File: src/sv/swmc_pkg.sv
// Shared types and constants for the sliding-window maximum charge block.
package swmc_pkg;

  localparam int TIME_W   = 32;
  localparam int CHARGE_W = 24;
  localparam int SUM_W    = 40;
  localparam int OUT_W    = 31;

  typedef logic signed [SUM_W-1:0] sum_t;

  localparam sum_t SUM_MAX = 40'sh7F_FFFF_FFFF;
  localparam sum_t SUM_MIN = 40'sh80_0000_0000;
  localparam sum_t OUT_MAX = 40'sh00_7FFF_FFFF;

  typedef struct packed {
    logic [TIME_W-1:0]          pulse_time;
    logic signed [CHARGE_W-1:0] pulse_charge;
    logic                       last_pulse;
  } in_t;

  typedef struct packed {
    logic [OUT_W-1:0] max_charge;
    logic             overflow;
  } out_t;

  typedef enum logic [2:0] {
    S_IDLE,
    S_FETCH,
    S_CHECK,
    S_ADD,
    S_DRAIN_FETCH,
    S_DRAIN,
    S_LAST_CMP,
    S_EMIT
  } state_t;

endpackage

File: src/sv/swmc_queue.sv
// Pulse queue storage: time and charge memories, one write and one registered read port.
module swmc_queue #(
  parameter int DEPTH = 64,
  parameter int AW    = 6
) (
  input  logic                                  clk,
  input  logic                                  we,
  input  logic [AW-1:0]                         waddr,
  input  logic [swmc_pkg::TIME_W-1:0]           wtime,
  input  logic signed [swmc_pkg::CHARGE_W-1:0]  wcharge,
  input  logic [AW-1:0]                         raddr,
  output logic [swmc_pkg::TIME_W-1:0]           rtime,
  output logic signed [swmc_pkg::CHARGE_W-1:0]  rcharge
);
  import swmc_pkg::*;

  logic [TIME_W-1:0]          time_mem [DEPTH];
  logic signed [CHARGE_W-1:0] charge_mem [DEPTH];

  always_ff @(posedge clk) begin
    if (we) begin
      time_mem[waddr]   <= wtime;
      charge_mem[waddr] <= wcharge;
    end
  end

  always_ff @(posedge clk) begin
    rtime   <= time_mem[raddr];
    rcharge <= charge_mem[raddr];
  end

endmodule

File: src/sv/swmc_sat_add.sv
// Shared 40-bit saturating adder for the running window sum.
module swmc_sat_add (
  input  swmc_pkg::sum_t a,
  input  swmc_pkg::sum_t b,
  output swmc_pkg::sum_t y,
  output logic           sat
);
  import swmc_pkg::*;

  logic signed [SUM_W:0] s;

  always_comb begin
    s   = {a[SUM_W-1], a} + {b[SUM_W-1], b};
    sat = s[SUM_W] != s[SUM_W-1];
    if (!sat) begin
      y = s[SUM_W-1:0];
    end else if (s[SUM_W]) begin
      y = SUM_MIN;
    end else begin
      y = SUM_MAX;
    end
  end

endmodule

File: src/sv/sliding_window_max_charge_top.sv
// Sliding-window maximum charge: top level with sequencer, queue and shared adder.
//
// Input channel in_valid/in_ready/in_data carries one pulse word (time, charge,
// last-pulse mark). Output channel out_valid/out_ready/out_data carries one
// result word (max_charge, overflow) after each pulse marked last; other pulses
// give no result. Write window_length (cfg_we/cfg_wdata) only while idle; the block does not check.
//
// A pulse word with window_length zero goes straight to the add step; otherwise
// the oldest queued window is fetched and checked, and each one closed because
// its time ran out is a queue read plus one pass through the shared saturating
// adder; a full queue closes its oldest window early in the check step itself.
// A last pulse then drains every queued window, or makes a final compare if none
// is queued, and hands the result over. It is not ready while a word is in work.
//
// A synchronous reset clears window_length, the queue pointers, the sums and
// the result valid flag; queue memory is not cleared. A finished result sits in
// the output register; the next pulse words are still taken, and the block
// holds only when another result is ready while the previous one waits.
module sliding_window_max_charge_top #(
  parameter int QUEUE_DEPTH = 64
) (
  input  logic                           clk,
  input  logic                           rst,
  input  logic                           in_valid,
  output logic                           in_ready,
  input  swmc_pkg::in_t                  in_data,
  output logic                           out_valid,
  input  logic                           out_ready,
  output swmc_pkg::out_t                 out_data,
  input  logic                           cfg_we,
  input  logic [swmc_pkg::TIME_W-1:0]    cfg_wdata
);
  import swmc_pkg::*;

  localparam int AW = $clog2(QUEUE_DEPTH);
  localparam int CW = $clog2(QUEUE_DEPTH + 1);

  state_t state, state_next;

  logic [TIME_W-1:0] wl;
  in_t               pulse;
  logic [AW-1:0]     head;
  logic [CW-1:0]     count;
  sum_t              window_sum;
  sum_t              best_sum;
  logic              ovf_seen;

  logic [TIME_W-1:0]          rd_time;
  logic signed [CHARGE_W-1:0] rd_charge;

  logic          empty, full, wl_zero, time_close;
  logic [TIME_W:0] diff;
  logic [AW-1:0] head_inc, slot;
  logic [AW:0]   slot_wide;
  sum_t          alu_b, alu_y;
  logic          alu_sat;

  logic close_en, full_ovf, add_en, push_en, last_cmp, emit;

  assign empty   = count == '0;
  assign full    = count == CW'(QUEUE_DEPTH);
  assign wl_zero = wl == '0;

  // Signed difference: a negative gap never closes a window.
  assign diff       = {1'b0, pulse.pulse_time} - {1'b0, rd_time};
  assign time_close = !diff[TIME_W] && (diff[TIME_W-1:0] >= wl);

  assign head_inc  = (head == AW'(QUEUE_DEPTH - 1)) ? '0 : head + 1'b1;
  assign slot_wide = (AW+1)'(head) + (AW+1)'(count);
  assign slot      = (slot_wide >= (AW+1)'(QUEUE_DEPTH)) ?
                     AW'(slot_wide - (AW+1)'(QUEUE_DEPTH)) : slot_wide[AW-1:0];

  swmc_queue #(
    .DEPTH (QUEUE_DEPTH),
    .AW    (AW)
  ) u_queue (
    .clk     (clk),
    .we      (push_en),
    .waddr   (slot),
    .wtime   (pulse.pulse_time),
    .wcharge (pulse.pulse_charge),
    .raddr   (head),
    .rtime   (rd_time),
    .rcharge (rd_charge)
  );

  // Add the new charge, or subtract the oldest one on a close.
  assign alu_b = add_en ? {{(SUM_W-CHARGE_W){pulse.pulse_charge[CHARGE_W-1]}}, pulse.pulse_charge}
                        : -{{(SUM_W-CHARGE_W){rd_charge[CHARGE_W-1]}}, rd_charge};

  swmc_sat_add u_add (
    .a   (window_sum),
    .b   (alu_b),
    .y   (alu_y),
    .sat (alu_sat)
  );

  always_comb begin
    state_next = state;
    case (state)
      S_IDLE: begin
        if (in_valid) state_next = wl_zero ? S_ADD : S_FETCH;
      end
      S_FETCH:       state_next = S_CHECK;
      S_CHECK: begin
        if (!empty && time_close) state_next = S_FETCH;
        else                      state_next = S_ADD;
      end
      S_ADD: begin
        if (!pulse.last_pulse)         state_next = S_IDLE;
        else if (!wl_zero || !empty)   state_next = S_DRAIN_FETCH;
        else                           state_next = S_LAST_CMP;
      end
      S_DRAIN_FETCH: state_next = S_DRAIN;
      S_DRAIN: begin
        state_next = (count == CW'(1)) ? S_EMIT : S_DRAIN_FETCH;
      end
      S_LAST_CMP:    state_next = S_EMIT;
      S_EMIT: begin
        if (!out_valid || out_ready) state_next = S_IDLE;
      end
      default:       state_next = S_IDLE;
    endcase
  end

  always_comb begin
    in_ready = state == S_IDLE;
    close_en = (state == S_CHECK && !empty && (time_close || full)) || state == S_DRAIN;
    full_ovf = state == S_CHECK && full && !time_close;
    add_en   = state == S_ADD;
    push_en  = state == S_ADD && !wl_zero;
    last_cmp = state == S_LAST_CMP;
    emit     = state == S_EMIT && (!out_valid || out_ready);
  end

  always_ff @(posedge clk) begin
    if (rst) begin
      state      <= S_IDLE;
      wl         <= '0;
      head       <= '0;
      count      <= '0;
      window_sum <= '0;
      best_sum   <= '0;
      ovf_seen   <= 1'b0;
      out_valid  <= 1'b0;
    end else begin
      state <= state_next;
      if (cfg_we) wl <= cfg_wdata;

      if (close_en || add_en) window_sum <= alu_y;
      if (((close_en || add_en) && alu_sat) || full_ovf) ovf_seen <= 1'b1;

      if (close_en || last_cmp) begin
        if (window_sum > best_sum) best_sum <= window_sum;
      end

      if (close_en) begin
        head  <= head_inc;
        count <= count - 1'b1;
      end else if (push_en) begin
        count <= count + 1'b1;
      end

      if (emit) begin
        out_valid  <= 1'b1;
        head       <= '0;
        count      <= '0;
        window_sum <= '0;
        best_sum   <= '0;
        ovf_seen   <= 1'b0;
      end else if (out_ready) begin
        out_valid <= 1'b0;
      end
    end
  end

  // Hold the pulse word for the whole sequence; latch the result on handover.
  always_ff @(posedge clk) begin
    if (in_valid && in_ready) pulse <= in_data;
    if (emit) begin
      if (best_sum > OUT_MAX) begin
        out_data.max_charge <= '1;
        out_data.overflow   <= 1'b1;
      end else begin
        out_data.max_charge <= best_sum[OUT_W-1:0];
        out_data.overflow   <= ovf_seen;
      end
    end
  end

endmodule

File: config.mk
export PLATFORM = sky130hd
export DESIGN_NAME = sliding_window_max_charge_top
export DESIGN_NICKNAME = d
export VERILOG_FILES = /design/src/sv/swmc_pkg.sv /design/src/sv/swmc_queue.sv /design/src/sv/swmc_sat_add.sv /design/src/sv/sliding_window_max_charge_top.sv
export SDC_FILE = /design/constraint.sdc
export NUM_CORES = 2
export LEC_CHECK = 0
export BUFFER_PORTS_ARGS = -buffer_cell sky130_fd_sc_hd__buf_2
export CORE_MARGIN = 1
export CORE_UTILIZATION = 50
export CTS_CLUSTER_SIZE = 10
export DETAILED_ROUTE_END_ITERATION = 10
export PLACE_DENSITY = 0.65
export SETUP_SLACK_MARGIN = 0.3
export SLEW_MARGIN = 20
export SYNTH_ARGS = -nofsm -noshare
export SYNTH_HDL_FRONTEND = slang
export SYNTH_SLANG_ARGS = --single-unit
File: constraint.sdc
create_clock -name clk -period 16.25 [get_ports clk]
set_clock_uncertainty 0.05 [all_clocks]
set_input_delay 3.25 -clock clk [delete_from_list [all_inputs] [get_ports clk]]
set_output_delay 3.25 -clock clk [all_outputs]
set_load 0.01 [all_outputs]
# --- Word level (Yosys, flattened, before mapping) ---
# Memory sizes are Yosys's and may differ from the RTL's. A register that Yosys moved wholly into a read port is not among the register bits.
# Index checks and enable logic that the tools add are counted.
totals:
  inputBits: 94
  ramBits: 3584
  regBits: 219
  output_inout_bits: 34
  memories: 2
mem_list:
  columns: ["name", "depth", "width", "read_ports", "rd_ports_with_merged_regs", "write_ports", "line_no", "rtl"]
  rows:
  - ["u_queue.time_mem", 64, 32, 1, 1, 1, "swmc_queue.sv:17", "logic [TIME_W-1:0] time_mem [DEPTH];"]
  - ["u_queue.charge_mem", 64, 24, 1, 1, 1, "swmc_queue.sv:18", "logic signed [CHARGE_W-1:0] charge_mem [DEPTH];"]
op_classes:
  muxes: 19
  add_sub_neg: 8
  order_cmp: 4
  n_eq_ne: 13
  reduce_logical: 30
op_table:
  columns: ["cell", "n"]
  rows:
  - ["$mux 40", 3]
  - ["$add 40x40->41", 1]
  - ["$gt 40x32->1 const B", 1]
  - ["$gt 40x40->1", 1]
  - ["$neg 40->40", 1]
  - ["$sub 32x32->33", 1]
  - ["$ge 32x32->1", 1]
  - ["$logic_not 32->1", 1]
  - ["$pmux 3 s8", 1]
  - ["$mux 7", 2]
  - ["$eq 3x3->1 const B", 4]
  - ["$mux 6", 2]
  - ["$logic_and 1x1->1", 10]
  - ["$mux 3", 3]
  - ["$mux 2", 4]
  - ["$add 6x7->7", 1]
  - ["$add 7x1->7 const B", 1]
  - ["$eq 7x1->1 const B", 1]
  - ["$eq 7x7->1 const B", 1]
  - ["$ge 7x7->1 const B", 1]
  - ["$logic_not 7->1", 1]
  - ["$logic_or 1x1->1", 7]
  - ["$sub 7x1->7 const B", 1]
  - ["$add 6x1->6 const B", 1]
  - ["12 further kinds", 23]

# --- Depth between registers and ports, before layout ---
logic_depth:
  ltp_word: 9
  depth_mapped: 24
  depth_no_buf: 22

# --- Modules after synthesis ---
# From an unflattened synthesis, not the netlist that was laid out.
hier_totals:
  cells_unflattened: 7585
  area_unflattened_um2: 152163.4
modules_own_cells:
  columns: ["module", "n_inst", "cells_per_inst", "area_each_um2"]
  rows:
  - ["swmc_queue", 1, 5783, 136420.8]
  - ["sliding_window_max_charge_top", 1, 1414, 12868.6]
  - ["swmc_sat_add", 1, 388, 2874.0]

# --- Worst setup path after synthesis ---
# No wires, ideal clock.
synth_timing:
  path_type: "input-to-reg"
  from: "input port out_ready"
  to: "register count[0]"
  t_arrival_ns: 5.652
  path_buffers: 2
  cell_stages: 6
  required_time_ns: 16.072
  slack_ns: 10.420
  cell_sequence: "nor2b_1 > nor2_1 > or2_2 > buf_1 > clkbuf_1 > nor2_1"
synth_via:
  elab_chain_cells: 3
synth_lines:
  columns: ["item", "line_no", "rtl"]
  rows:
  - ["start, declared", "sliding_window_max_charge_top.sv:28", "input logic out_ready,"]
  - ["$logic_or 1x1->1", "sliding_window_max_charge_top.sv:133", "emit = state == S_EMIT && (!out_valid || out_ready);"]
  - ["$logic_and 1x1->1", "sliding_window_max_charge_top.sv:133", null]
  - ["named net emit", "sliding_window_max_charge_top.sv:58", "logic close_en, full_ovf, add_en, push_en, last_cmp, emit;"]
  - ["$reduce_or 2->1 (no source line)", null, null]
  - ["end signal, assigned", "sliding_window_max_charge_top.sv:159", "count <= count - 1'b1;"]
  - ["end signal, assigned", "sliding_window_max_charge_top.sv:161", "count <= count + 1'b1;"]
  - ["end, declared", "sliding_window_max_charge_top.sv:43", "logic [CW-1:0] count;"]
# The timed path passes the listed nets, and every way through them passes these cells.
# A chain may end at the register's enable or synchronous reset.

# --- Worst setup path in the final report ---
layout_timing:
  from: "register pulse[27] (netlist bit)"
  to: "register head[5]"
layout_via:
  elab_chain_cells: 6
layout_lines:
  columns: ["item", "line_no", "rtl"]
  rows:
  - ["start, declared", "sliding_window_max_charge_top.sv:41", "in_t pulse;"]
  - ["start signal, assigned", "sliding_window_max_charge_top.sv:179", "if (in_valid && in_ready) pulse <= in_data;"]
  - ["$sub 32x32->33 *", "sliding_window_max_charge_top.sv:65", "assign diff = {1'b0, pulse.pulse_time} - {1'b0, rd_time};"]
  - ["$ge 32x32->1 / $logic_not 1->1 (equally long branches)", "sliding_window_max_charge_top.sv:66", "assign time_close = !diff[TIME_W] && (diff[TIME_W-1:0] >= wl);"]
  - ["$logic_and 1x1->1 *", "sliding_window_max_charge_top.sv:66", null]
  - ["$logic_or 1x1->1 *", "sliding_window_max_charge_top.sv:128", "close_en = (state == S_CHECK && !empty && (time_close || full)) || state == S_DRAIN;"]
  - ["$logic_and 1x1->1 *", "sliding_window_max_charge_top.sv:128", null]
  - ["$logic_or 1x1->1 *", "sliding_window_max_charge_top.sv:128", null]
  - ["end signal, assigned", "sliding_window_max_charge_top.sv:158", "head <= head_inc;"]
  - ["end, declared", "sliding_window_max_charge_top.sv:42", "logic [AW-1:0] head;"]
# Every way passes the cells marked *; elsewhere a longest branch is shown, timed or not.

==> results.ini <==
[outcome]
outcome = complete, no violations

[synthesis]
ys_seq_elements = 3859
synth.most_common_cell = edfxtp_1
syn_area_per_cell_um2 = 21.84
yosysTopAreaCellShare_pct = 72.63
yosys_warnings = 0
yosys.area.top_type = edfxtp_1
synth_cell_types = 84
synth_nets = 7205
syn_inst = 6954
ys_top_cells_by_count = edfxtp_1, mux4_2, clkbuf_1
synthFlopType = edfxtp_1
synth_edf_count = 3673
async_reset_ff_share_pct = 0
syn-cell-area_um2 = 151900
ys_top_cells_by_area = edfxtp_1, mux4_2, dfxtp_1
seq_area_frac_synth_pct = 75.08

[sta]
hold_viol = 0
setup_viol = 0
drv_slew = 0
slew_headroom_pct = 24.10
timing.final.crit_share_pct = 41.06
tightest_slew_ns = 1.139
finalSetupTns_ns = 0
max_freq_mhz = 149.9
setup_ws_ns = 9.578
fin_crit_ns = 6.672
rsz0062_at_grt = no

[clock_network]
cts_setup_buffers = 0
postCtsHoldBufs = 0
cts_sinks = 3859
cts_buffer_depth = 4
clock_latency_ns = 0.96
clk_pin_slew_ns = 0.06
cts_tree = built
cts_buffers = 430
postCtsResizedCells = 0
cts.htree.levels = 5
cts_root_buf = clkbuf_16

[worst_setup_path]
cpMostUsedCell = a21oi_1
crit_path_end_kind = flop
critPathArrivalTime_ns = 7.45
worst-r2r-setup-slack_ns = 9.58
crit_chain = buf_4 > ha_1 > nor2b_1 > o31ai_1 > a21oi_1 > a311oi_2 > o211a_1 > nor2_1 > mux2i_1 > a221oi_1 > ha_1 > nand4_1 > nor3_1 > o21ai_0 > o22ai_1 > a21oi_1 > buf_4 > o31ai_2 > nand2b_1 > or3_1 > a21oi_1
worstPathRequired_ns = 17.03
critPathLaunchType = flop
critical_path_class = flop to flop
slowest_delay_ns = 0.92
crit_slowest_cell = a311oi_2
cp_max_fo = 65

[run]
drv_cap = 0

[place]
place_ws_ns = 9.781
io_buffers = 127
hpwl_mm = 215.4
gp_congestion = 0.8402

[pwr]
power_switching_mw = 4.419
p_seq_share_pct = 53.3
pwr_density_cell_nw_per_um2 = 121.3
p_clk_share_pct = 42.6
p_int_mw = 16.34
ir_drop_mv = 0.1029
switching_share_pct = 21.28
leakagePower_nw = 52.62
combPwrFrac_pct = 4.1

[final_layout]
final_layout_size_suffix_gt1_share_pct = 27.97
utilization_pct = 56.84
nets = 7660
multi_input_area_um2 = 36490
area_growth_pct = 12.69
fill_cells = 21630
regArea_um2 = 114000

[global_route]
grt_max_degree = 136
grt_overflow = 0
grt_usage_pct = 27.34
grt_pass1_wl_mm = 584.6
antenna_found_initial = 9
grt_pass1_vias = 75880

[routing]
first_pass_iters = 5
vias = 76780
wl_per_cell_um = 35.94
drt_wl_total_mm = 419.4
drt_iter0_markers = 11060
route.detailed.drc = 0
antenna_left = 0
via_per_inst = 6.580

[floorplanning]
core_um2 = 301000
start_util_pct = 50.44
io_pins = 128
rows = 201
die_w_um = 553.1
die_height_um = 553.1
die-area_um2 = 305900

[worst_hold_path]
worstHoldPathType = flop to flop

## power groups by stage
stage	clock (mW)	sequential [mW]	combinational (mW)
after global placement	0	11.3	0.794
after detailed placement	0	11.3	0.842
final	8.85	11.1	0.852
after global routing	9.32	11.1	0.921
after CTS	8.95	11.1	0.844
after floorplan	0	11.4	0.444
## sequential cells by signal, indices dropped and copies added, names as in the netlist
name,cells
pulse,57
out_valid,1
state,3
window_sum,40
wl,32
u_queue.charge_mem,1536
u_queue.rcharge,24
ovf_seen,1
u_queue.rtime,32
head,6
best_sum,40
u_queue.time_mem,2048
out_data,32
count,7
## cells by family after synthesis
logic type                 synth area share [%]
buffers and inverters                     1.225
and+or+nand+nor                           1.809
muxes                                     17.71
DFF                                       75.08
AOI/OAI and AO/OA                         2.247
adders and majority gates                 1.388
xor gates and xnor gates                 0.5422
## worst max-delay path, delay by kind of cell (launching register included)
kind	cells	cell delay, ns
AOI/OAI and AO/OA	10	3.57
adders and majority gates	2	0.58
buffers and inverters	2	0.74
DFF	1	0.32
muxes	1	0.11
and+or+nand+nor	6	1.07
## placed cells by master (no fill, tap or decap), drive strengths merged, types with 65 or more instances in the layout
master	instances
nand3	65
o21ai	180
inv	137
a21oi	202
edfxtp	3673
nand2	113
clkbuf	702
dfxtp	186
nor2	194
buf	376
ha	154
mux4	1176
## stage by stage
step,total power [mW],std cells,cell area [um^2],hold slack [ns]
after global routing,21.30,11670,171100,0.4637
final,20.76,11670,171100,0.4480
after global placement,12.06,10930,158500,0.4294
after detailed placement,12.11,10940,158600,0.4366
after CTS,20.85,11670,171100,0.4470
after floorplan,11.81,6954,151900,0.3824
## per-layer routing
layer,track usage [%],share of wire [%],vias to the layer above
li1,-,-,30240
met1,38.31,39,41410
met2,44.39,49,4410
met3,4.802,9.6,725
met4,7.920,3.1,2
met5,0,0.0033,-
## area by class of cell
cell class,count,share of cell area (%)
Multi-Input combinational cell,2617,21.33
Clock buffer,702,7.031
Sequential cell,3859,66.64
Tap cell,3958,2.894
Inverter,125,0.2742
Timing Repair Buffer,376,1.519
Clock inverter,29,0.3086
Antenna cell,3,0.004387
## path summary, 6_finish.rpt
path                   to          from  depth (start not counted)
min          best_sum[20]  best_sum[20]                          2
max reg2reg       head[5]     pulse[27]                         21
min reg2reg  best_sum[20]  best_sum[20]                          2
max               head[5]     pulse[27]                         21
Power figures use the tool's default switching activity.
